--- src/rvsh_pkg.sv ---
// shared types, widths and constants of the raised-cosine velocity shaper
package rvsh_pkg;

   // beat and register port widths
   localparam int IN_W       = 16;
   localparam int BEAT_W     = 3 * IN_W;
   localparam int CSR_ADDR_W = 3;
   localparam int CSR_DATA_W = 16;
   localparam int MAG_W      = 15;

   // register indexes
   localparam logic [CSR_ADDR_W-1:0] CSR_LIN_IN_MAX  = 3'd0;
   localparam logic [CSR_ADDR_W-1:0] CSR_LIN_IN_MIN  = 3'd1;
   localparam logic [CSR_ADDR_W-1:0] CSR_LIN_OUT_MAX = 3'd2;
   localparam logic [CSR_ADDR_W-1:0] CSR_LIN_OUT_MIN = 3'd3;
   localparam logic [CSR_ADDR_W-1:0] CSR_YAW_IN_MAX  = 3'd4;
   localparam logic [CSR_ADDR_W-1:0] CSR_YAW_IN_MIN  = 3'd5;
   localparam logic [CSR_ADDR_W-1:0] CSR_YAW_OUT_MAX = 3'd6;
   localparam logic [CSR_ADDR_W-1:0] CSR_YAW_OUT_MIN = 3'd7;

   // register reset values
   localparam logic [14:0] RST_LIN_IN_MAX  = 15'd12288;
   localparam logic [14:0] RST_LIN_IN_MIN  = 15'd1229;
   localparam logic [14:0] RST_LIN_OUT_MAX = 15'd15360;
   localparam logic [14:0] RST_LIN_OUT_MIN = 15'd7680;
   localparam logic [15:0] RST_YAW_IN_MAX  = 16'd9216;
   localparam logic [15:0] RST_YAW_IN_MIN  = 16'd192;
   localparam logic [14:0] RST_YAW_OUT_MAX = 15'd5120;
   localparam logic [14:0] RST_YAW_OUT_MIN = 15'd768;

   // shaper input width (magnitude in q4.22, angle in q.16)
   localparam int V_W      = 26;
   localparam int BOUND_SH = 10;

   // square root cells
   localparam int ROOT_W     = 26;
   localparam int RAD_W      = 2 * ROOT_W;
   localparam int REM_W      = ROOT_W + 2;
   localparam int M2_W       = 32;
   localparam int RAD_PAD    = RAD_W - M2_W;

   // divider cells
   localparam int T_W      = 17;
   localparam int Q_W      = 15;
   localparam int DIV_W    = V_W + T_W - 1;
   localparam int SCALE_SH = 11;

   // curve arithmetic
   localparam int POLY_STEPS = 4;
   localparam logic [31:0] PI_Q30      = 32'd3373259426;
   localparam logic [21:0] RAD2DEG_Q16 = 22'd3754936;
   localparam logic [V_W-1:0] DEAD_Q16 = 26'd6554;
   localparam logic [30:0] ONE_Q30     = 31'h4000_0000;
   localparam logic [T_W-1:0] T_HALF   = 17'd32768;
   localparam logic [T_W-1:0] T_FULL   = 17'd65536;
   localparam logic [45:0] HALF_Q30    = 46'h0000_2000_0000;

   // exact reciprocals for 32-bit numerators: ceil(2^(32+l)/d), l = ceil(log2 d)
   localparam logic [32:0] POLY_MAGIC [POLY_STEPS] = '{
      33'(((64'd1 << 39) + 64'd89) / 64'd90),
      33'(((64'd1 << 38) + 64'd55) / 64'd56),
      33'(((64'd1 << 37) + 64'd29) / 64'd30),
      33'(((64'd1 << 36) + 64'd11) / 64'd12)
   };
   localparam int POLY_SHIFT [POLY_STEPS] = '{39, 38, 37, 36};

   // shaper result class
   localparam int CLS_W = 2;
   localparam logic [CLS_W-1:0] CLS_CURVE = 2'd0;
   localparam logic [CLS_W-1:0] CLS_MAX   = 2'd1;
   localparam logic [CLS_W-1:0] CLS_MIN   = 2'd2;

   // pipeline depths
   localparam int SHAPE_LAT = 1 + T_W + 2 + 2 * POLY_STEPS + 2;
   localparam int LAT       = 3 + ROOT_W + SHAPE_LAT + 1 + Q_W + 1;
   localparam int SB_N      = LAT - 3;
   localparam int SB_ANG    = ROOT_W;
   localparam int SB_S      = ROOT_W + 1;
   localparam int SB_Y      = ROOT_W + SHAPE_LAT + 1;

   // per-beat side information riding beside the arithmetic
   typedef struct packed {
      logic [IN_W-1:0]   ax;
      logic [IN_W-1:0]   ay;
      logic              neg_x;
      logic              neg_y;
      logic              zero;
      logic              neg_w;
      logic              dead;
      logic [V_W-1:0]    ang;
      logic [ROOT_W-1:0] s;
      logic [MAG_W-1:0]  ymag;
   } sb_type;

endpackage

--- src/rvsh_div_cell.sv ---
// one restoring divider cell, one quotient bit per stage
module rvsh_div_cell
   import rvsh_pkg::*;
#(
   parameter int W  = DIV_W,
   parameter int QW = T_W
)
(
   input  logic          clock,
   input  logic          en,
   input  logic [W-1:0]  r_in,
   input  logic [W-1:0]  d_in,
   input  logic [QW-1:0] q_in,
   output logic [W-1:0]  r_out,
   output logic [W-1:0]  d_out,
   output logic [QW-1:0] q_out
);

   logic [W-1:0]  r_ff, d_ff;
   logic [QW-1:0] q_ff;
   logic [W:0]    diff;
   logic          ge;

   assign diff = {1'b0, r_in} - {1'b0, d_in};
   assign ge   = ~diff[W];

   always_ff @(posedge clock) begin
      if (en) begin
         r_ff <= ge ? diff[W-1:0] : r_in;
         d_ff <= d_in >> 1;
         q_ff <= {q_in[QW-2:0], ge};
      end
   end

   assign r_out = r_ff;
   assign d_out = d_ff;
   assign q_out = q_ff;

endmodule

--- config.mk ---
export PLATFORM = sky130hd
export DESIGN_NAME = rvsh_div_cell
export DESIGN_NICKNAME = d
export VERILOG_FILES = /design/src/rvsh_pkg.sv /design/src/rvsh_div_cell.sv
export SDC_FILE = /design/constraint.sdc
export NUM_CORES = 1
export LEC_CHECK = 0
export BUFFER_PORTS_ARGS = -buffer_cell sky130_fd_sc_hd__buf_2
export CAP_MARGIN = 25
export CORE_UTILIZATION = 51
export CTS_CLUSTER_DIAMETER = 60
export CTS_CLUSTER_SIZE = 20
export DETAILED_ROUTE_END_ITERATION = 7
export PLACE_DENSITY = 0.81
export SETUP_SLACK_MARGIN = 0.4
export SYNTH_ARGS = -nofsm -noshare
export SYNTH_HDL_FRONTEND = slang
export SYNTH_SLANG_ARGS = --single-unit
--- constraint.sdc ---
create_clock -name clock -period 3.5 [get_ports clock]
set_clock_uncertainty 0.05 [all_clocks]
set_input_delay 0.175 -clock clock [delete_from_list [all_inputs] [get_ports clock]]
set_output_delay 0.175 -clock clock [all_outputs]
set_load 0.005 [all_outputs]
==> reports/metrics.csv, run 1 <==
metric,value,unit
place.port_buffers,201,
yosys_reg_bits,100,
synth-xor-area-share,4.97,%
maxCapViolations,0,
first_global_vias,4983,
finalHoldViolCount,0,
slew_headroom,55.7,%
dieArea,12200,um^2
primary_ff_master_synth,sky130_fd_sc_hd__edfxtp_1,
grt_max_degree,50,
start_util,52.5,%
numPlacedInstances,896,
post-route-worst-setup-slack,523,ps
cts_root_buffer,sky130_fd_sc_hd__clkbuf_16,
per_cell_routed_wire_length,15.4,um
num-fill-cells,872,
static-leakage-power,0.00368,uW
drt_pre_antenna_iters,5,
total_vias_in_the_final_route,5224,
synth_sequential_area_ratio,50.1,%
clkSinkCount,100,
vias_per_cell,5.40,
antenna_found_initial,1,
timing_max_transition_violations_final,0,
tritoncts,yes,
pre_cts_slack,101,ps
busiest_layer,met2,
synth_area_per_cell,10.5,um^2
grt_pass1_wl,23900,um
layout-area-overhead-vs-synth,33.4,%
critical_path.endpoint_type,flop,
setup_viol,0,
cts_buffer_depth,2,
yosys_warnings,0,
synth_async_sr_flop_share,0,%
grt_use_met1,31.1,%
htree_levels,3,
cp_cell_sequence,dlygate4sd3_1 > buf_2 > inv_1 > ha_1 > and2_1 > nand3_1 > a21o_1 > a21oi_2 > o21a_4 > o21ai_4 > a21o_2 > inv_8 > mux2_2,
rows,39,
muxShareOfSynthArea,0.376,%
diodes,0,
holdWs,71.8,ps
synth_compound_area_share,19.9,%
violation_count_after_the_first_detailed_route_iteration,364,
cp_slowest_stage_delay,520,ps
final.period_utilization,85.1,%
gr-total-overflow,0,
tritoncts.num_buffers,9,
grt_use_met2,41.2,%
worst_slew_pin_slew,664,ps
post_route_cells_drive_above_1_share,29.0,%
grt_met3_use,4.61,%
timing.critical_path.arrival,3030,ps
pwrdens,423,nW/um^2
post-cts-setup-buffers,0,
peakVddDrop,0.324,mV
post-route-drc-count,0,
placeableCoreArea,11400,um^2
status,completed,
final_core_occ,70.0,%
crit_slowest_cell,sky130_fd_sc_hd__dlygate4sd3_1,
path_clk_slew,70,ps
dieWidth,110,um
synth_edf_count,100,
timing.fmax,0.336,GHz
startpoint_type,input port,
finalWorstPathRequiredPeriod,2980,ps
crit_fanout,41,
stdcell_count,968,
rsz_0062_raised_after_global_routing,true,
cp_class,input port to flop,
wl,14900,um
synth.distinct_cells,56,
mappedNetlistArea,5990,um^2
synth_simple_gate_area_share,9.77,%
critPathRequiredTime,3550,ps
route.antenna.remaining_nets,0,
globalplace.congestion,0.868,
dieHeight,110,um
detailedPlacementHpwl,10700,um
fin_tns_setup,0,ps
global_route.usage.total,24.3,%
synth_fp_nets,718,
design.portCount,204,
synthesis.instances,572,
synth_top_family_by_area,compound AO/OA/AOI/OAI gates,
hold_class,input port to flop,
fin_nets,967,
post_synth_fa_ha_maj_area_fraction,9.10,%
==> registers in the layout (all words and copies together), names as in the netlist <==
register  flops
d_out        41
q_out        17
r_out        42
==> repair_timing <==
item,4_1_cts,5_1_grt
resized for setup,0,12
setup endpoints to repair,0,38
hold endpoints to repair,57,0
hold buffers,57,0
==> cell type report <==
cell class / count / area, um^2 / area share (%)
sequential: 100 / 3000 / 37.6
multi-input combinational: 392 / 2690 / 33.7
timing repair buffer: 263 / 1620 / 20.2
clock buffer: 9 / 225 / 2.82
inverter: 55 / 214 / 2.68
tap: 143 / 179 / 2.24
clock inverter: 6 / 65.1 / 0.814
==> path summary, 6_finish.rpt <==
path | from | endpoint | slack [ps] | cells after the start
setup / recovery | d_in[14] | r_out[20] | 520 | 13
hold / removal | r_in[13] | r_out[13] | 70 | 3
==> cells in the mapped netlist, types with 3 or more instances <==
| cell | count | area share (%) |
|---|---|---|
| sky130_fd_sc_hd__a211oi_1 | 3 | 0.38 |
| sky130_fd_sc_hd__a21o_1 | 31 | 3.9 |
| sky130_fd_sc_hd__a21oi_1 | 57 | 4.8 |
| sky130_fd_sc_hd__a31oi_1 | 4 | 0.42 |
| sky130_fd_sc_hd__and2_1 | 3 | 0.31 |
| sky130_fd_sc_hd__and3_1 | 5 | 0.52 |
| sky130_fd_sc_hd__buf_2 | 9 | 0.75 |
| sky130_fd_sc_hd__buf_6 | 3 | 0.56 |
| sky130_fd_sc_hd__clkbuf_1 | 11 | 0.69 |
| sky130_fd_sc_hd__edfxtp_1 | 100 | 50 |
| sky130_fd_sc_hd__ha_1 | 42 | 8.8 |
| sky130_fd_sc_hd__inv_1 | 54 | 3.4 |
| sky130_fd_sc_hd__nand2_1 | 44 | 2.8 |
| sky130_fd_sc_hd__nand2b_1 | 6 | 0.63 |
| sky130_fd_sc_hd__nand3_1 | 10 | 0.83 |
| sky130_fd_sc_hd__nand4_1 | 5 | 0.52 |
| sky130_fd_sc_hd__nor2_1 | 38 | 2.4 |
| sky130_fd_sc_hd__nor2b_1 | 3 | 0.31 |
| sky130_fd_sc_hd__nor3_1 | 6 | 0.50 |
| sky130_fd_sc_hd__o211ai_1 | 3 | 0.38 |
| sky130_fd_sc_hd__o21a_1 | 4 | 0.50 |
| sky130_fd_sc_hd__o21ai_0 | 41 | 3.4 |
| sky130_fd_sc_hd__o21ai_1 | 3 | 0.25 |
| sky130_fd_sc_hd__o21bai_1 | 7 | 0.88 |
| sky130_fd_sc_hd__o31ai_1 | 6 | 0.75 |
| sky130_fd_sc_hd__or3_1 | 4 | 0.42 |
| sky130_fd_sc_hd__xnor2_1 | 19 | 2.8 |
| sky130_fd_sc_hd__xor2_1 | 15 | 2.2 |
==> kinds of logic (layout without fill, tap and decap cells) <==
logic type / after synthesis / in the layout
AO/OA/AOI/OAI: 183 / 183
XOR/XNOR: 34 / 34
adder cells (fa/ha/maj): 43 / 43
buffers and inverters: 80 / 333
flip-flops: 100 / 100
multiplexers: 2 / 2
other: 1 / 1
AND/OR/NAND/NOR: 129 / 129
==> cell usage in the layout (no fill, tap or decap), types with 3 or more instances in the layout <==
| cell type | count |
|---|---|
| sky130_fd_sc_hd__a211oi_1 | 3 |
| sky130_fd_sc_hd__a21o_1 | 30 |
| sky130_fd_sc_hd__a21oi_1 | 57 |
| sky130_fd_sc_hd__a221oi_2 | 3 |
| sky130_fd_sc_hd__a31oi_1 | 4 |
| sky130_fd_sc_hd__and2_1 | 3 |
| sky130_fd_sc_hd__and3_1 | 5 |
| sky130_fd_sc_hd__buf_2 | 200 |
| sky130_fd_sc_hd__buf_4 | 6 |
| sky130_fd_sc_hd__clkbuf_16 | 9 |
| sky130_fd_sc_hd__dlygate4sd3_1 | 57 |
| sky130_fd_sc_hd__edfxtp_1 | 100 |
| sky130_fd_sc_hd__ha_1 | 40 |
| sky130_fd_sc_hd__inv_1 | 54 |
| sky130_fd_sc_hd__nand2_1 | 44 |
| sky130_fd_sc_hd__nand2b_1 | 6 |
| sky130_fd_sc_hd__nand3_1 | 10 |
| sky130_fd_sc_hd__nand4_1 | 5 |
| sky130_fd_sc_hd__nor2_1 | 38 |
| sky130_fd_sc_hd__nor2b_1 | 3 |
| sky130_fd_sc_hd__nor3_1 | 6 |
| sky130_fd_sc_hd__o211ai_1 | 3 |
| sky130_fd_sc_hd__o21a_1 | 4 |
| sky130_fd_sc_hd__o21ai_0 | 39 |
| sky130_fd_sc_hd__o21ai_1 | 5 |
| sky130_fd_sc_hd__o21bai_1 | 7 |
| sky130_fd_sc_hd__o31ai_1 | 6 |
| sky130_fd_sc_hd__or3_1 | 4 |
| sky130_fd_sc_hd__xnor2_1 | 19 |
| sky130_fd_sc_hd__xor2_1 | 15 |
==> critical path: cells and delay by family <==
family	cells	cell delay, ps
compound gates	5	960
fa+ha+maj	1	330
buf+inv	4	880
mux	1	360
simple gates	2	320
==> per-stage QoR <==
| stage | total power, uW | cell area, um^2 |
|---|---|---|
| floorplan | 2040 | 5990 |
| global placement | 2320 | 7090 |
| detailed placement | 2340 | 7090 |
| CTS | 3380 | 7950 |
| global route | 3540 | 8000 |
| finish | 3380 | 8000 |
==> metal layers <==
metal / routed length [um] / up-vias
met3: 975 / 16
li1: - / 2579
met1: 6410 / 2435
met2: 7330 / 194
met5: 0 / -
met4: 214 / 0
==> power breakdown <==
group / internal [uW] / switching, uW
registers: 1470 / 30.9
logic: 403 / 483
clock network: 552 / 439
(Power assumes the default switching activity.)
==> run 2, diff against run 1 <==
ABC_AREA = 1   (was unset)
PLACE_DENSITY = 0.78   (was 0.81)
==> run 2 against run 1 <==
Area after synthesis grew 20%; maximum frequency up 1.9%; power up 5.0%; hold slack improved by 31 ps; worst setup slack improved by 55 ps; critical path type unchanged; count of clock-buffer cells in the layout grew 1; wire length increased by 31%; global-route usage is 2.9 points higher; synthesized cell count is 68% higher; largest power group unchanged.
==> reports/metrics.csv, run 2 <==
metric,value,unit
violation_count_after_the_first_detailed_route_iteration,432,
per_cell_routed_wire_length,13.9,um
post_route_cells_drive_above_1_share,21.7,%
layout_commonest_cell,sky130_fd_sc_hd__nand2_1,
synth_edf_count,100,
finalHoldViolCount,0,
synth.top_cells.by_area,"sky130_fd_sc_hd__edfxtp_1, sky130_fd_sc_hd__nand2_1, sky130_fd_sc_hd__inv_1, sky130_fd_sc_hd__ha_1, sky130_fd_sc_hd__nor2_1",
status,completed,
synth_fp_nets,1106,
area_used_by_multi_input_combinational_logic,3280,um^2
clkSinkCount,100,
cp_slowest_stage_delay,520,ps
synth_area_per_cell,7.49,um^2
timing.critical_path.arrival,2950,ps
finalWorstPathRequiredPeriod,2920,ps
post-synth-top-area-cell,sky130_fd_sc_hd__edfxtp_1,
total_vias_in_the_final_route,6803,
tritoncts.num_buffers,9,
tritoncts,yes,
dieHeight,121,um
critical_path.endpoint_type,flop,
synthesis.instances,960,
startpoint_type,input port,
fin_tns_setup,0,ps
synth_async_sr_flop_share,0,%
place.port_buffers,201,
rsz_0062_raised_after_global_routing,false,
mappedNetlistArea,7190,um^2
detailedPlacementHpwl,14600,um
setup_viol,0,
post-route-drc-count,0,
cts_root_buffer,sky130_fd_sc_hd__clkbuf_16,
synth.most_common_cell,sky130_fd_sc_hd__nand2_1,
hold_class,input port to flop,
crit_start,d_in[38],
largest_reg_flops,42,
vias_per_cell,4.84,
global_route.usage.total,27.3,%
timing.fmax,0.342,GHz
path_clk_slew,80,ps
diodes,0,
gr-total-overflow,0,
area.sequential,3000,um^2
total_power,3550,uW
maxCapViolations,0,
final_core_occ,67.0,%
peakVddDrop,0.275,mV
grt_pass1_wl,30900,um
rows,43,
start_util,52.0,%
holdCritStartpoint,r_in[27],
pwrdens,384,nW/um^2
static-leakage-power,0.00497,uW
route.antenna.remaining_nets,0,
yosys_warnings,0,
timing_max_transition_violations_final,0,
yosys-top-cells-count,"sky130_fd_sc_hd__nand2_1, sky130_fd_sc_hd__inv_1, sky130_fd_sc_hd__edfxtp_1",
grt_max_degree,69,
slew_headroom,56.5,%
crit_slowest_cell,sky130_fd_sc_hd__dlygate4sd3_1,
synth.distinct_cells,34,
primary_ff_master_synth,sky130_fd_sc_hd__edfxtp_1,
critical-path-top-delay-family,buffers and inverters,
synth_sequential_area_ratio,41.8,%
cp_cell_sequence,dlygate4sd3_1 > buf_2 > inv_1 > ha_1 > nand2_1 > nor2_1 > nand2_2 > nor2_4 > nand3_4 > nand3_4 > buf_6 > o21ai_0,
fin_nets,1367,
dieArea,14600,um^2
placeableCoreArea,13800,um^2
first_global_vias,6473,
htree_levels,3,
crit_fanout,68,
dieWidth,121,um
num-fill-cells,1225,
design.portCount,204,
layout-area-overhead-vs-synth,28.8,%
yosys_reg_bits,100,
cp_num_buf_inv,4,
globalplace.congestion,0.906,
antenna_found_initial,0,
drt_pre_antenna_iters,5,
final_cell_mix,"sky130_fd_sc_hd__nand2_1, sky130_fd_sc_hd__inv_1, sky130_fd_sc_hd__buf_2",
holdWs,103,ps
final.period_utilization,83.5,%
worst_path_most_repeated_cell,sky130_fd_sc_hd__nand3_4,
yosys.area.top_type_share,41.8,%
wl,19600,um
worst_slew_pin_slew,653,ps
cp_class,input port to flop,
critPathRequiredTime,3530,ps
cts_buffer_depth,2,
-- run 2: cell count changes after synthesis, moves of 9 or more --
cell / before / now
sky130_fd_sc_hd__nand2_1: 44 / 320
sky130_fd_sc_hd__o21ai_0: 41 / 31
sky130_fd_sc_hd__nand3_1: 10 / 39
sky130_fd_sc_hd__nand4_1: 5 / 20
sky130_fd_sc_hd__nand3_2: 0 / 9
sky130_fd_sc_hd__a21oi_1: 57 / 33
sky130_fd_sc_hd__inv_1: 54 / 213
sky130_fd_sc_hd__a21o_1: 31 / 1
sky130_fd_sc_hd__nand2_2: 0 / 10
sky130_fd_sc_hd__xnor2_1: 19 / 4
sky130_fd_sc_hd__nor2_1: 38 / 63
-- run 2: timing repair --
action	in CTS	in global routing
buffers inserted	0	0
hold endpoints to repair	57	0
gates resized for setup	0	1
hold buffers	57	0
setup endpoints to repair	0	42
-- run 2: logic make-up after synthesis --
family / count (synthesis) / synth area share, %
AND/OR/NAND/NOR: 481 / 28.9
buffers and inverters: 232 / 12.7
flip-flops: 100 / 41.8
AO/OA/AOI/OAI: 79 / 6.14
adder cells (fa/ha/maj): 43 / 7.59
XOR/XNOR: 24 / 2.92
other: 1 / 0.0522
-- run 2: layout make-up --
type	count	share of cell area [%]
Clock buffer	10	2.47
Multi-Input combinational cell	628	35.4
Clock inverter	6	0.851
Tap cell	180	2.43
Sequential cell	100	32.4
Inverter	221	8.96
Timing Repair Buffer	261	17.5
-- run 2: routing by layer --
metal	share of wire (%)	GRT usage [%]
met1	44	35.8
met4	1.9	9.57
met2	48	46.6
met5	0	0
met3	5.8	2.92
-- run 2: path summary, 6_finish.rpt --
kind | slack [ps] | cells after the start | to
worst max-delay path | 580 | 12 | r_out[2]
worst min-delay path | 100 | 3 | r_out[27]
-- run 2: report_power, final --
part | leakage, uW | total, uW | internal [uW] | switching, uW
sequential | 0.000977 | 1510 | 1480 | 30.6
combinational | 0.00384 | 1000 | 401 | 600
clock | 0.000151 | 1040 | 570 | 474
total | 0.00497 | 3550 | 2450 | 1110
-- run 2: stage by stage --
step,setup WS [ps],cell area (um^2),instances
after global routing,409,9260,1406
after CTS,475,9260,1406
after detailed placement,617,8380,1333
after floorplan,1530,7190,960
final,577,9260,1406
after global placement,707,8380,1333
