$ cat config.mk
export PLATFORM = sky130hd
export DESIGN_NAME = rvsh_sqrt_cell
export DESIGN_NICKNAME = d
export VERILOG_FILES = /design/src/rvsh_pkg.sv /design/src/rvsh_sqrt_cell.sv
export SDC_FILE = /design/constraint.sdc
export NUM_CORES = 1
export LEC_CHECK = 0
export ABC_CLOCK_PERIOD_IN_PS = 3750
export BUFFER_PORTS_ARGS = -buffer_cell sky130_fd_sc_hd__buf_2
export CAP_MARGIN = 0
export CORE_MARGIN = 4
export CORE_UTILIZATION = 25
export DETAILED_ROUTE_END_ITERATION = 6
export GPL_TIMING_DRIVEN = 0
export PLACE_DENSITY = 0.51
export SLEW_MARGIN = 20
export SYNTH_ARGS = -nofsm -noshare
export SYNTH_HDL_FRONTEND = slang
export SYNTH_SLANG_ARGS = --single-unit
$ cat constraint.sdc
create_clock -name clock -period 3.75 [get_ports clock]
set_input_delay 0.75 -clock clock [delete_from_list [all_inputs] [get_ports clock]]
set_output_delay 0.75 -clock clock [all_outputs]
set_load 0.02 [all_outputs]
$ cat src/rvsh_pkg.sv
// shared types, widths and constants of the raised-cosine velocity shaper
package rvsh_pkg;

   // beat and register port widths
   localparam int IN_W       = 16;
   localparam int BEAT_W     = 3 * IN_W;
   localparam int CSR_ADDR_W = 3;
   localparam int CSR_DATA_W = 16;
   localparam int MAG_W      = 15;

   // register indexes
   localparam logic [CSR_ADDR_W-1:0] CSR_LIN_IN_MAX  = 3'd0;
   localparam logic [CSR_ADDR_W-1:0] CSR_LIN_IN_MIN  = 3'd1;
   localparam logic [CSR_ADDR_W-1:0] CSR_LIN_OUT_MAX = 3'd2;
   localparam logic [CSR_ADDR_W-1:0] CSR_LIN_OUT_MIN = 3'd3;
   localparam logic [CSR_ADDR_W-1:0] CSR_YAW_IN_MAX  = 3'd4;
   localparam logic [CSR_ADDR_W-1:0] CSR_YAW_IN_MIN  = 3'd5;
   localparam logic [CSR_ADDR_W-1:0] CSR_YAW_OUT_MAX = 3'd6;
   localparam logic [CSR_ADDR_W-1:0] CSR_YAW_OUT_MIN = 3'd7;

   // register reset values
   localparam logic [14:0] RST_LIN_IN_MAX  = 15'd12288;
   localparam logic [14:0] RST_LIN_IN_MIN  = 15'd1229;
   localparam logic [14:0] RST_LIN_OUT_MAX = 15'd15360;
   localparam logic [14:0] RST_LIN_OUT_MIN = 15'd7680;
   localparam logic [15:0] RST_YAW_IN_MAX  = 16'd9216;
   localparam logic [15:0] RST_YAW_IN_MIN  = 16'd192;
   localparam logic [14:0] RST_YAW_OUT_MAX = 15'd5120;
   localparam logic [14:0] RST_YAW_OUT_MIN = 15'd768;

   // shaper input width (magnitude in q4.22, angle in q.16)
   localparam int V_W      = 26;
   localparam int BOUND_SH = 10;

   // square root cells
   localparam int ROOT_W     = 26;
   localparam int RAD_W      = 2 * ROOT_W;
   localparam int REM_W      = ROOT_W + 2;
   localparam int M2_W       = 32;
   localparam int RAD_PAD    = RAD_W - M2_W;

   // divider cells
   localparam int T_W      = 17;
   localparam int Q_W      = 15;
   localparam int DIV_W    = V_W + T_W - 1;
   localparam int SCALE_SH = 11;

   // curve arithmetic
   localparam int POLY_STEPS = 4;
   localparam logic [31:0] PI_Q30      = 32'd3373259426;
   localparam logic [21:0] RAD2DEG_Q16 = 22'd3754936;
   localparam logic [V_W-1:0] DEAD_Q16 = 26'd6554;
   localparam logic [30:0] ONE_Q30     = 31'h4000_0000;
   localparam logic [T_W-1:0] T_HALF   = 17'd32768;
   localparam logic [T_W-1:0] T_FULL   = 17'd65536;
   localparam logic [45:0] HALF_Q30    = 46'h0000_2000_0000;

   // exact reciprocals for 32-bit numerators: ceil(2^(32+l)/d), l = ceil(log2 d)
   localparam logic [32:0] POLY_MAGIC [POLY_STEPS] = '{
      33'(((64'd1 << 39) + 64'd89) / 64'd90),
      33'(((64'd1 << 38) + 64'd55) / 64'd56),
      33'(((64'd1 << 37) + 64'd29) / 64'd30),
      33'(((64'd1 << 36) + 64'd11) / 64'd12)
   };
   localparam int POLY_SHIFT [POLY_STEPS] = '{39, 38, 37, 36};

   // shaper result class
   localparam int CLS_W = 2;
   localparam logic [CLS_W-1:0] CLS_CURVE = 2'd0;
   localparam logic [CLS_W-1:0] CLS_MAX   = 2'd1;
   localparam logic [CLS_W-1:0] CLS_MIN   = 2'd2;

   // pipeline depths
   localparam int SHAPE_LAT = 1 + T_W + 2 + 2 * POLY_STEPS + 2;
   localparam int LAT       = 3 + ROOT_W + SHAPE_LAT + 1 + Q_W + 1;
   localparam int SB_N      = LAT - 3;
   localparam int SB_ANG    = ROOT_W;
   localparam int SB_S      = ROOT_W + 1;
   localparam int SB_Y      = ROOT_W + SHAPE_LAT + 1;

   // per-beat side information riding beside the arithmetic
   typedef struct packed {
      logic [IN_W-1:0]   ax;
      logic [IN_W-1:0]   ay;
      logic              neg_x;
      logic              neg_y;
      logic              zero;
      logic              neg_w;
      logic              dead;
      logic [V_W-1:0]    ang;
      logic [ROOT_W-1:0] s;
      logic [MAG_W-1:0]  ymag;
   } sb_type;

endpackage

$ cat src/rvsh_sqrt_cell.sv
// one restoring square root cell, one root bit per stage
module rvsh_sqrt_cell
   import rvsh_pkg::*;
(
   input  logic              clock,
   input  logic              en,
   input  logic [RAD_W-1:0]  rad_in,
   input  logic [ROOT_W-1:0] root_in,
   input  logic [REM_W-1:0]  rem_in,
   output logic [RAD_W-1:0]  rad_out,
   output logic [ROOT_W-1:0] root_out,
   output logic [REM_W-1:0]  rem_out
);

   logic [RAD_W-1:0]  rad_ff;
   logic [ROOT_W-1:0] root_ff, root_in_nx;
   logic [REM_W-1:0]  rem_ff, rem_in_nx;
   logic [REM_W+1:0]  part, trial, diff;
   logic              ge;

   always_comb begin
      part  = {rem_in, rad_in[RAD_W-1 -: 2]};
      trial = {2'b00, root_in, 2'b01};
      diff  = part - trial;
      ge    = (part >= trial);
      rem_in_nx  = ge ? diff[REM_W-1:0] : part[REM_W-1:0];
      root_in_nx = {root_in[ROOT_W-2:0], ge};
   end

   always_ff @(posedge clock) begin
      if (en) begin
         rad_ff  <= rad_in << 2;
         root_ff <= root_in_nx;
         rem_ff  <= rem_in_nx;
      end
   end

   assign rad_out  = rad_ff;
   assign root_out = root_ff;
   assign rem_out  = rem_ff;

endmodule

==> flow_summary.ini, run 1 <==
[timing]
finalSetupViolations = 0
setup_total_negative_slack_ns = 0
finalWorstPathRequiredPeriod_ns = 3.11
setup_slack_ns = 0.640
finalMaxSlewViolations = 0
rsz0062_at_grt = false
layout_worst_path_cycle_share_pct = 82.9
max_freq_ghz = 0.322
final_hold_viol_count = 0

[yosys]
yosysWarnings = 0
cells_after_synth = 406
ys_seq_elements = 104
synth_fa_ha_area_share_pct = 6.91
syn_avg_cell_area_um2 = 12.5
seq_area_frac_synth_pct = 61.6
synth_ff_type = edfxtp_1
synth_top_family_by_area = compound AO/OA/AOI/OAI gates
synth_compound_gate_area_share_pct = 12.6
number_of_distinct_library_cell_variants_in_the_gate_level_netlist_after_synthesis = 54
yosys.area_share.xor_xnor_pct = 3.80
post_synth_mux_area_share_pct = 1.68
async_flop_share_pct = 0
number_of_flops_mapped_to_enable_cells_by_yosys = 104
post_synth_instance_area_um2 = 5070
synthSimpleGateAreaFrac_pct = 8.80

[global_route]
track_usage_pct = 12.4
first_global_vias = 4033
grt_remaining_overflow = 0
grt_start_max_net_pins = 60
number_of_antenna_violations_at_the_first_check_in_global_routing = 3
grt_pass1_wl_um = 21700

[job]
cap_viol_max_count = 0

[placement]
placement.setup.worst_slack_ns = 0.231
dp_cells = 884
gpl_congestion = 0.810
placed_cell_area_um2 = 6500
detailedPlacementHpwl_um = 11700
portBuffers = 211

[detailed_routing]
detailroute.via_count = 3963
detail_route.wirelength_um = 14500
route.detailed.wl_per_inst_um = 16.1
post-route-drc-count = 0
drt_pass1_iterations = 4
drtAntennaViolNets = 0
vias_per_cell = 4.40
drtIter0Drc = 226

[die]
start_util_pct = 25.7
design.portCount = 214
die_w_um = 150
core_area_um2 = 19700
die_area_um2 = 22600
die_h_um = 150
num_rows = 51

[cts]
cts_htree_levels = 3
number_of_buffers_created_by_cts = 9
clock-sinks = 104
ctsResizeCount = 0
cts_hold_buf = 0
cts_buffer_depth = 2
worst_setup_hold_path_clk_slew_ns = 0.08
cts-root-buf = clkbuf_16
cts_post_setup_buffers_inserted = 0
tritoncts_clock_tree = done

[cells_and_area]
final_instance_area_um2 = 6800
areaGrowthSynthToFinish_pct = 34.0
nNetsFinal = 766
layout-drive-gt1-share_pct = 40.6
final-instance-count-excl-fill = 901

[critical_path]
worstSetupStartpointType = primary input
path_class = in2reg
critPathRequiredTime_ns = 3.83
timing.critical_path.to_type = register
arrival_ns = 3.19
critical_path.max_fanout = 10

[power_and_ir_drop]
total_power_w = 0.00312
vdd_drop_max_uv = 186
p_leak_nw = 3.02
power_density_nw_per_um2 = 458

[worst_hold_path]
hold_path.class = in2reg

[run_status]
result_of_the_run = finished, final reports clean
==> state kept, by name (all words and copies together), names as in the netlist <==
register	count
rad_out	50
root_out	26
rem_out	28
==> stage by stage <==
step,hold slack [ns],util [%]
global placement,0.927,32.8
global route,0.541,34.5
finish,0.567,34.5
CTS,0.545,34.5
floorplan,0.849,-
detailed placement,0.929,33.0
==> per-layer routing <==
layer	wire length [um]	global-route usage (%)
met3	1550	4.73
met4	136	3.02
met1	5780	14.4
met5	34	0
met2	7040	21.6
==> cell usage after synthesis, drive strengths merged, types with 2 or more instances <==
cell type  count  area share (%)
o21ba          2            0.52
buf           11             1.6
o211ai         2            0.30
nand2         22             1.6
o21bai         2            0.30
nand3          4            0.39
o31ai          2            0.39
nand4          7            0.86
or2            4            0.49
nand2b         3            0.37
inv           39             2.9
a21o           7             1.0
a31o           3            0.52
and3           4            0.49
nor2          37             2.7
xor2           8             1.4
o21ai         18             1.8
a221o          2            0.39
edfxtp       104              62
a21boi         2            0.30
o21a           5            0.74
ha            28             6.9
or3            6            0.74
nor2b          2            0.25
a21oi         41             4.2
a31oi          3            0.37
xnor2         14             2.4
mux2           5             1.5
==> cells in the final DEF (no fill, tap or decap), types with 3 or more instances in the layout <==
cell type / n
a21o_1: 7
o21a_1: 5
ha_1: 28
nand3_1: 4
xnor2_1: 14
or3_1: 6
or2_2: 4
edfxtp_1: 104
clkbuf_16: 9
and3_1: 4
xor2_1: 8
nand2b_1: 3
nand2_1: 22
nor2_1: 37
buf_6: 4
buf_2: 215
nand4_1: 7
a21oi_1: 39
a31o_2: 3
mux2_4: 5
a31oi_1: 3
clkinv_4: 3
o21ai_0: 16
buf_4: 3
inv_1: 38
==> critical path, stage by stage <==
cell      delay, ns
buf_2          0.09
inv_1          0.04
ha_1           0.35
nor2b_1        0.18
o21ai_1        0.27
a2111o_1       0.24
nand3b_1       0.15
a311o_2        0.41
o21ba_4        0.24
buf_6          0.16
buf_6          0.15
nor2_1         0.08
a21oi_1        0.06
==> final cells by class <==
cell class              instances  area, um2
diodes                          1       2.50
plain buffers                  12       85.1
clock buffers                  10        229
clock inverters                 6       67.6
fillers                      1990      12900
inverters                      39        146
multi-input cells             252       1720
flip-flops and latches        104       3120
well taps                     265        332
repair buffers                212       1090
==> cells by family (layout without fill, tap and decap cells) <==
family | Yosys count | in the layout
mux | 6 | 6
buf+inv | 51 | 279
xor+xnor | 22 | 22
other cells | 1 | 3
simple gates | 95 | 95
fa+ha+maj | 28 | 28
compound gates | 99 | 99
flops | 104 | 104
==> where the power goes <==
group          internal [W]  leakage (nW)  switching [W]
Clock              0.000468         0.143       0.000457
Combinational      0.000288          1.86       0.000451
Sequential          0.00142          1.02      0.0000274
==> worst paths after layout <==
kind,from,to,slack (ns),cells past startpoint
min,rad_in[7],rad_out[9],0.57,1
max,root_in[0],rem_out[12],0.64,13
Power figures use the tool's default switching activity.
==> run 2, diff against run 1 <==
--- a/config.mk
+++ b/config.mk
@@ -5,14 +5,14 @@
 export SDC_FILE = /design/constraint.sdc
 export NUM_CORES = 1
 export LEC_CHECK = 0
-export ABC_CLOCK_PERIOD_IN_PS = 3750
+export ABC_CLOCK_PERIOD_IN_PS = 2700
 export BUFFER_PORTS_ARGS = -buffer_cell sky130_fd_sc_hd__buf_2
 export CAP_MARGIN = 0
 export CORE_MARGIN = 4
 export CORE_UTILIZATION = 25
 export DETAILED_ROUTE_END_ITERATION = 6
 export GPL_TIMING_DRIVEN = 0
-export PLACE_DENSITY = 0.51
+export PLACE_DENSITY = 0.53
 export SLEW_MARGIN = 20
 export SYNTH_ARGS = -nofsm -noshare
 export SYNTH_HDL_FRONTEND = slang
==> constraint.sdc (replaced) <==
create_clock -name clock -period 2.7 [get_ports clock]
set_input_delay 0.54 -clock clock [delete_from_list [all_inputs] [get_ports clock]]
set_output_delay 0.54 -clock clock [all_outputs]
set_load 0.02 [all_outputs]
==> flow_summary.ini, run 2 (synthesis results as in run 1) <==
[run_status]
result_of_the_run = finished, final reports clean

[die]
core_area_um2 = 19700
die_h_um = 150
design.portCount = 214
start_util_pct = 25.7
die_w_um = 150
num_rows = 51
die_area_um2 = 22600

[critical_path]
arrival_ns = 2.73
crit_buf_inv = 3
path_cells = buf_2 > inv_2 > ha_4 > a21o_1 > a21oi_4 > a2111o_1 > nand3b_1 > a311o_2 > o21ba_4 > buf_12 > mux2_4
critPathTopFamily = compound AO/OA/AOI/OAI gates
worstSetupStartpointType = primary input
critical_path.max_fanout = 10
max_stage_delay_ns = 0.41
worst_path_max_delay_cell = a311o_2
path_class = in2reg
timing.critical_path.to_type = register
critPathRequiredTime_ns = 2.80

[timing]
tightestPinTransition_ns = 0.492
final_hold_viol_count = 0
max_slew_margin_pct = 66.8
rsz0062_at_grt = false
finalMaxSlewViolations = 0
finalSetupViolations = 0
max_freq_ghz = 0.381
setup_slack_ns = 0.0727
layout_worst_path_cycle_share_pct = 97.3
finalWorstPathRequiredPeriod_ns = 2.63

[cells_and_area]
fillerInstances = 1983
nNetsFinal = 774
multi_input_gate_area_in_the_final_layout_um2 = 1890
final-instance-count-excl-fill = 908
mostFrequentLayoutCell = buf_2
areaGrowthSynthToFinish_pct = 38.9
largest_reg_flops = 50
layout-drive-gt1-share_pct = 46.7
ff_latch_area_um2 = 3120
most-common-layout-cells = buf_2, edfxtp_1, inv_1, nor2_1, a21oi_1

[detailed_routing]
detail_route.wirelength_um = 15000
vias_per_cell = 4.33
drt_pass1_iterations = 4
drtIter0Drc = 147
detailroute.via_count = 3934
route.detailed.wl_per_inst_um = 16.6
post-route-drc-count = 0
drtAntennaViolNets = 0

[global_route]
number_of_antenna_violations_at_the_first_check_in_global_routing = 3
met3_usage_pct = 4.85
global_route_layer_with_the_greatest_usage = met2
first_global_vias = 4276
grt_start_max_net_pins = 66
use_met1_pct = 14.5
grt_pass1_wl_um = 22500
track_usage_pct = 12.9
groute.layer.met2.usage_pct = 22.9
grt_remaining_overflow = 0

[power_and_ir_drop]
power_density_nw_per_um2 = 623
switching_power_w = 0.00132
p_leak_nw = 3.06
vdd_drop_max_uv = 260
logic_pwr_share_pct = 25.3
clockPowerShare_pct = 28.7
total_power_w = 0.00439
p_sw_share_pct = 30.1
p_int_w = 0.00307
share_seq_of_total_power_pct = 46.0

[placement]
portBuffers = 211
gpl_congestion = 0.781
dp_cells = 884
detailedPlacementHpwl_um = 12100
placement.setup.worst_slack_ns = -0.461

[cts]
cts-root-buf = clkbuf_16
cts_htree_levels = 3
clock-sinks = 104
tritoncts_clock_tree = done
cts_hold_buf = 0
number_of_buffers_created_by_cts = 9
cts_buffer_depth = 2
worst_setup_hold_path_clk_slew_ns = 0.07

[job]
cap_viol_max_count = 0

[worst_hold_path]
hold_path.class = in2reg
-- run 2: power groups by stage --
stage | registers (W) | logic, W | clock network [W]
2_1_floorplan | 0.00228 | 0.000444 | 0
3_3_place_gp | 0.00206 | 0.00107 | 0
3_5_place_dp | 0.00206 | 0.00108 | 0
4_1_cts | 0.00202 | 0.00111 | 0.00132
5_1_grt | 0.00203 | 0.00121 | 0.00139
6_report | 0.00202 | 0.00111 | 0.00126
-- run 2: path summary, 6_finish.rpt --
check | start | cells past startpoint | slack [ns] | end
max | root_in[2] | 11 | 0.07 | rem_out[26]
min | rad_in[13] | 1 | 0.36 | rad_out[15]
-- run 2: stage by stage --
stage / hold WS [ns] / utilization (%) / TNS, ns / instance area, um2
2_1_floorplan: 0.639 / - / 0 / 5180
3_3_place_gp: 0.717 / 33.3 / -11.22 / 6570
3_5_place_dp: 0.719 / 33.5 / -11.50 / 6610
4_1_cts: 0.347 / 35.3 / 0 / 6950
5_1_grt: 0.340 / 35.7 / 0 / 7050
6_report: 0.363 / 35.8 / 0 / 7050
-- run 2: per-layer routing --
metal / up-vias / share of wire [%] / wire length [um]
met4: 6 / 1.3 / 189
met3: 25 / 9.5 / 1430
met1: 1797 / 40 / 5950
met2: 159 / 49 / 7430
met5: - / 0.27 / 41
li1: 1947 / - / -
-- run 2: what timing repair did --
item	in CTS	in global routing
resized for setup	4	25
pin swaps	3	7
buffers inserted	8	1
endpoints found under the setup margin	17	28
-- run 2: final cells by class --
class                           count  share of cell area, %
Multi-Input combinational cell    252                   26.9
Buffer                             11                   1.63
Clock buffer                        9                   3.19
Clock inverter                      6                  0.763
Sequential cell                   104                   44.3
Tap cell                          265                   4.70
Antenna cell                        1                 0.0355
Inverter                           39                   2.08
Timing Repair Buffer              221                   16.4
==> run 3, diff against run 2 <==
--- a/config.mk
+++ b/config.mk
@@ -12,7 +12,7 @@
 export CORE_UTILIZATION = 25
 export DETAILED_ROUTE_END_ITERATION = 6
 export GPL_TIMING_DRIVEN = 0
-export PLACE_DENSITY = 0.53
+export PLACE_DENSITY = 0.51
 export SLEW_MARGIN = 20
 export SYNTH_ARGS = -nofsm -noshare
 export SYNTH_HDL_FRONTEND = slang
==> flow_summary.ini, run 3 (synthesis results as in run 1) <==
[global_route]
number_of_antenna_violations_at_the_first_check_in_global_routing = 3
grt_remaining_overflow = 0
first_global_vias = 4081
track_usage_pct = 12.5
grt_pass1_wl_um = 21700
grt_start_max_net_pins = 69

[cts]
tritoncts_clock_tree = done
cts_buffer_depth = 2
cts_htree_levels = 3
clock-sinks = 104
cts-root-buf = clkbuf_16
worst_setup_hold_path_clk_slew_ns = 0.07
cts_hold_buf = 0
number_of_buffers_created_by_cts = 9

[die]
die_w_um = 150
core_area_um2 = 19700
die_h_um = 150
design.portCount = 214
num_rows = 51
start_util_pct = 25.7
die_area_um2 = 22600

[detailed_routing]
detailroute.via_count = 3991
vias_per_cell = 4.43
detail_route.wirelength_um = 14600
drtIter0Drc = 174
drt_pass1_iterations = 4
post-route-drc-count = 0
route.detailed.wl_per_inst_um = 16.2
drtAntennaViolNets = 0

[run_status]
result_of_the_run = finished, final reports clean

[timing]
setup_slack_ns = 0.0779
max_freq_ghz = 0.381
final_hold_viol_count = 0
finalSetupViolations = 0
tightestPinTransition_ns = 0.488
max_slew_margin_pct = 67.1
finalWorstPathRequiredPeriod_ns = 2.62
finalMaxSlewViolations = 0
layout_worst_path_cycle_share_pct = 97.1

[worst_hold_path]
hp-start = rad_in[23]
hold_path.class = in2reg
worst_hold_path.endpoint = rad_out[25]
hold-path-cell-count = 1

[critical_path]
critPathRequiredTime_ns = 2.80
crit_buf_inv = 3
path_class = in2reg
max_stage_delay_ns = 0.45
critical_path.max_fanout = 10
critPathTopFamily = compound AO/OA/AOI/OAI gates
worst_path_max_delay_cell = a2111o_1
arrival_ns = 2.73
path_cells = buf_2 > inv_1 > ha_4 > and3_1 > o21ai_2 > a2111o_1 > nand3b_1 > a311o_2 > o21ba_4 > buf_12 > mux2_4
timing.critical_path.to_type = register
worstSetupStartpointType = primary input

[cells_and_area]
most-common-layout-cells = buf_2, edfxtp_1, inv_1
fillerInstances = 1978
areaGrowthSynthToFinish_pct = 37.7
largest_reg_flops = 50
nNetsFinal = 766
layout-drive-gt1-share_pct = 45.0
mostFrequentLayoutCell = buf_2
final_instance_area_um2 = 6990

[placement]
portBuffers = 211
gpl_congestion = 0.782
placement.setup.worst_slack_ns = -0.532
placed_cell_area_um2 = 6610
detailedPlacementHpwl_um = 11700

[power_and_ir_drop]
vdd_drop_max_uv = 273
p_leak_nw = 3.04
total_power_w = 0.00442
power_density_nw_per_um2 = 633

[job]
cap_viol_max_count = 0
-- run 3: final cells by class --
type / count / area [um2] / area share, %
timing repair buffer: 213 / 1100 / 15.7
antenna: 1 / 2.50 / 0.0358
multi-input combinational: 252 / 1880 / 26.9
inverter: 39 / 146 / 2.10
tap: 265 / 332 / 4.75
sequential: 104 / 3120 / 44.7
buffer: 11 / 115 / 1.65
clock buffer: 10 / 229 / 3.28
clock inverter: 6 / 62.6 / 0.896
-- run 3: through the flow --
stage / cells / utilization (%) / hold slack, ns / TNS (ns)
after floorplan: 407 / - / 0.639 / 0
after global placement: 883 / 33.3 / 0.718 / -13.87
after detailed placement: 884 / 33.5 / 0.718 / -13.61
after CTS: 900 / 35.1 / 0.339 / 0
after global routing: 900 / 35.4 / 0.331 / -0.0442
final: 901 / 35.4 / 0.353 / 0
-- run 3: what timing repair did --
action / CTS / global route
gates resized for setup: 4 / 19
pin swaps: 2 / 7
buffers inserted: 1 / 0
endpoints found under the setup margin: 28 / 20
-- run 3: worst max path at each step --
stage                            from           to  cells after the start
after detailed placement  root_in[18]  rem_out[12]                     13
after global routing      root_in[17]  rem_out[12]                     14
after CTS                  root_in[0]  rem_out[12]                     13
after global placement    root_in[18]   rem_out[7]                     11
after floorplan           root_in[13]  rem_out[19]                     10
final                      root_in[3]   rem_out[4]                     11
-- run 3: routing by layer --
metal | up-vias | global-route usage, % | routed length, um | part of all wire, %
li1 | 1933 | - | - | -
met1 | 1863 | 14.6 | 5970 | 41
met2 | 172 | 22.1 | 7070 | 48
met3 | 17 | 3.73 | 1340 | 9.2
met4 | 6 | 3.93 | 191 | 1.3
met5 | - | 0 | 34 | 0.23
-- run 3: power by group --
part / switching [W] / internal (W) / total (W)
Combinational: 0.000651 / 0.000438 / 0.00109
Sequential: 0.0000363 / 0.00198 / 0.00201
Clock: 0.000667 / 0.000652 / 0.00132
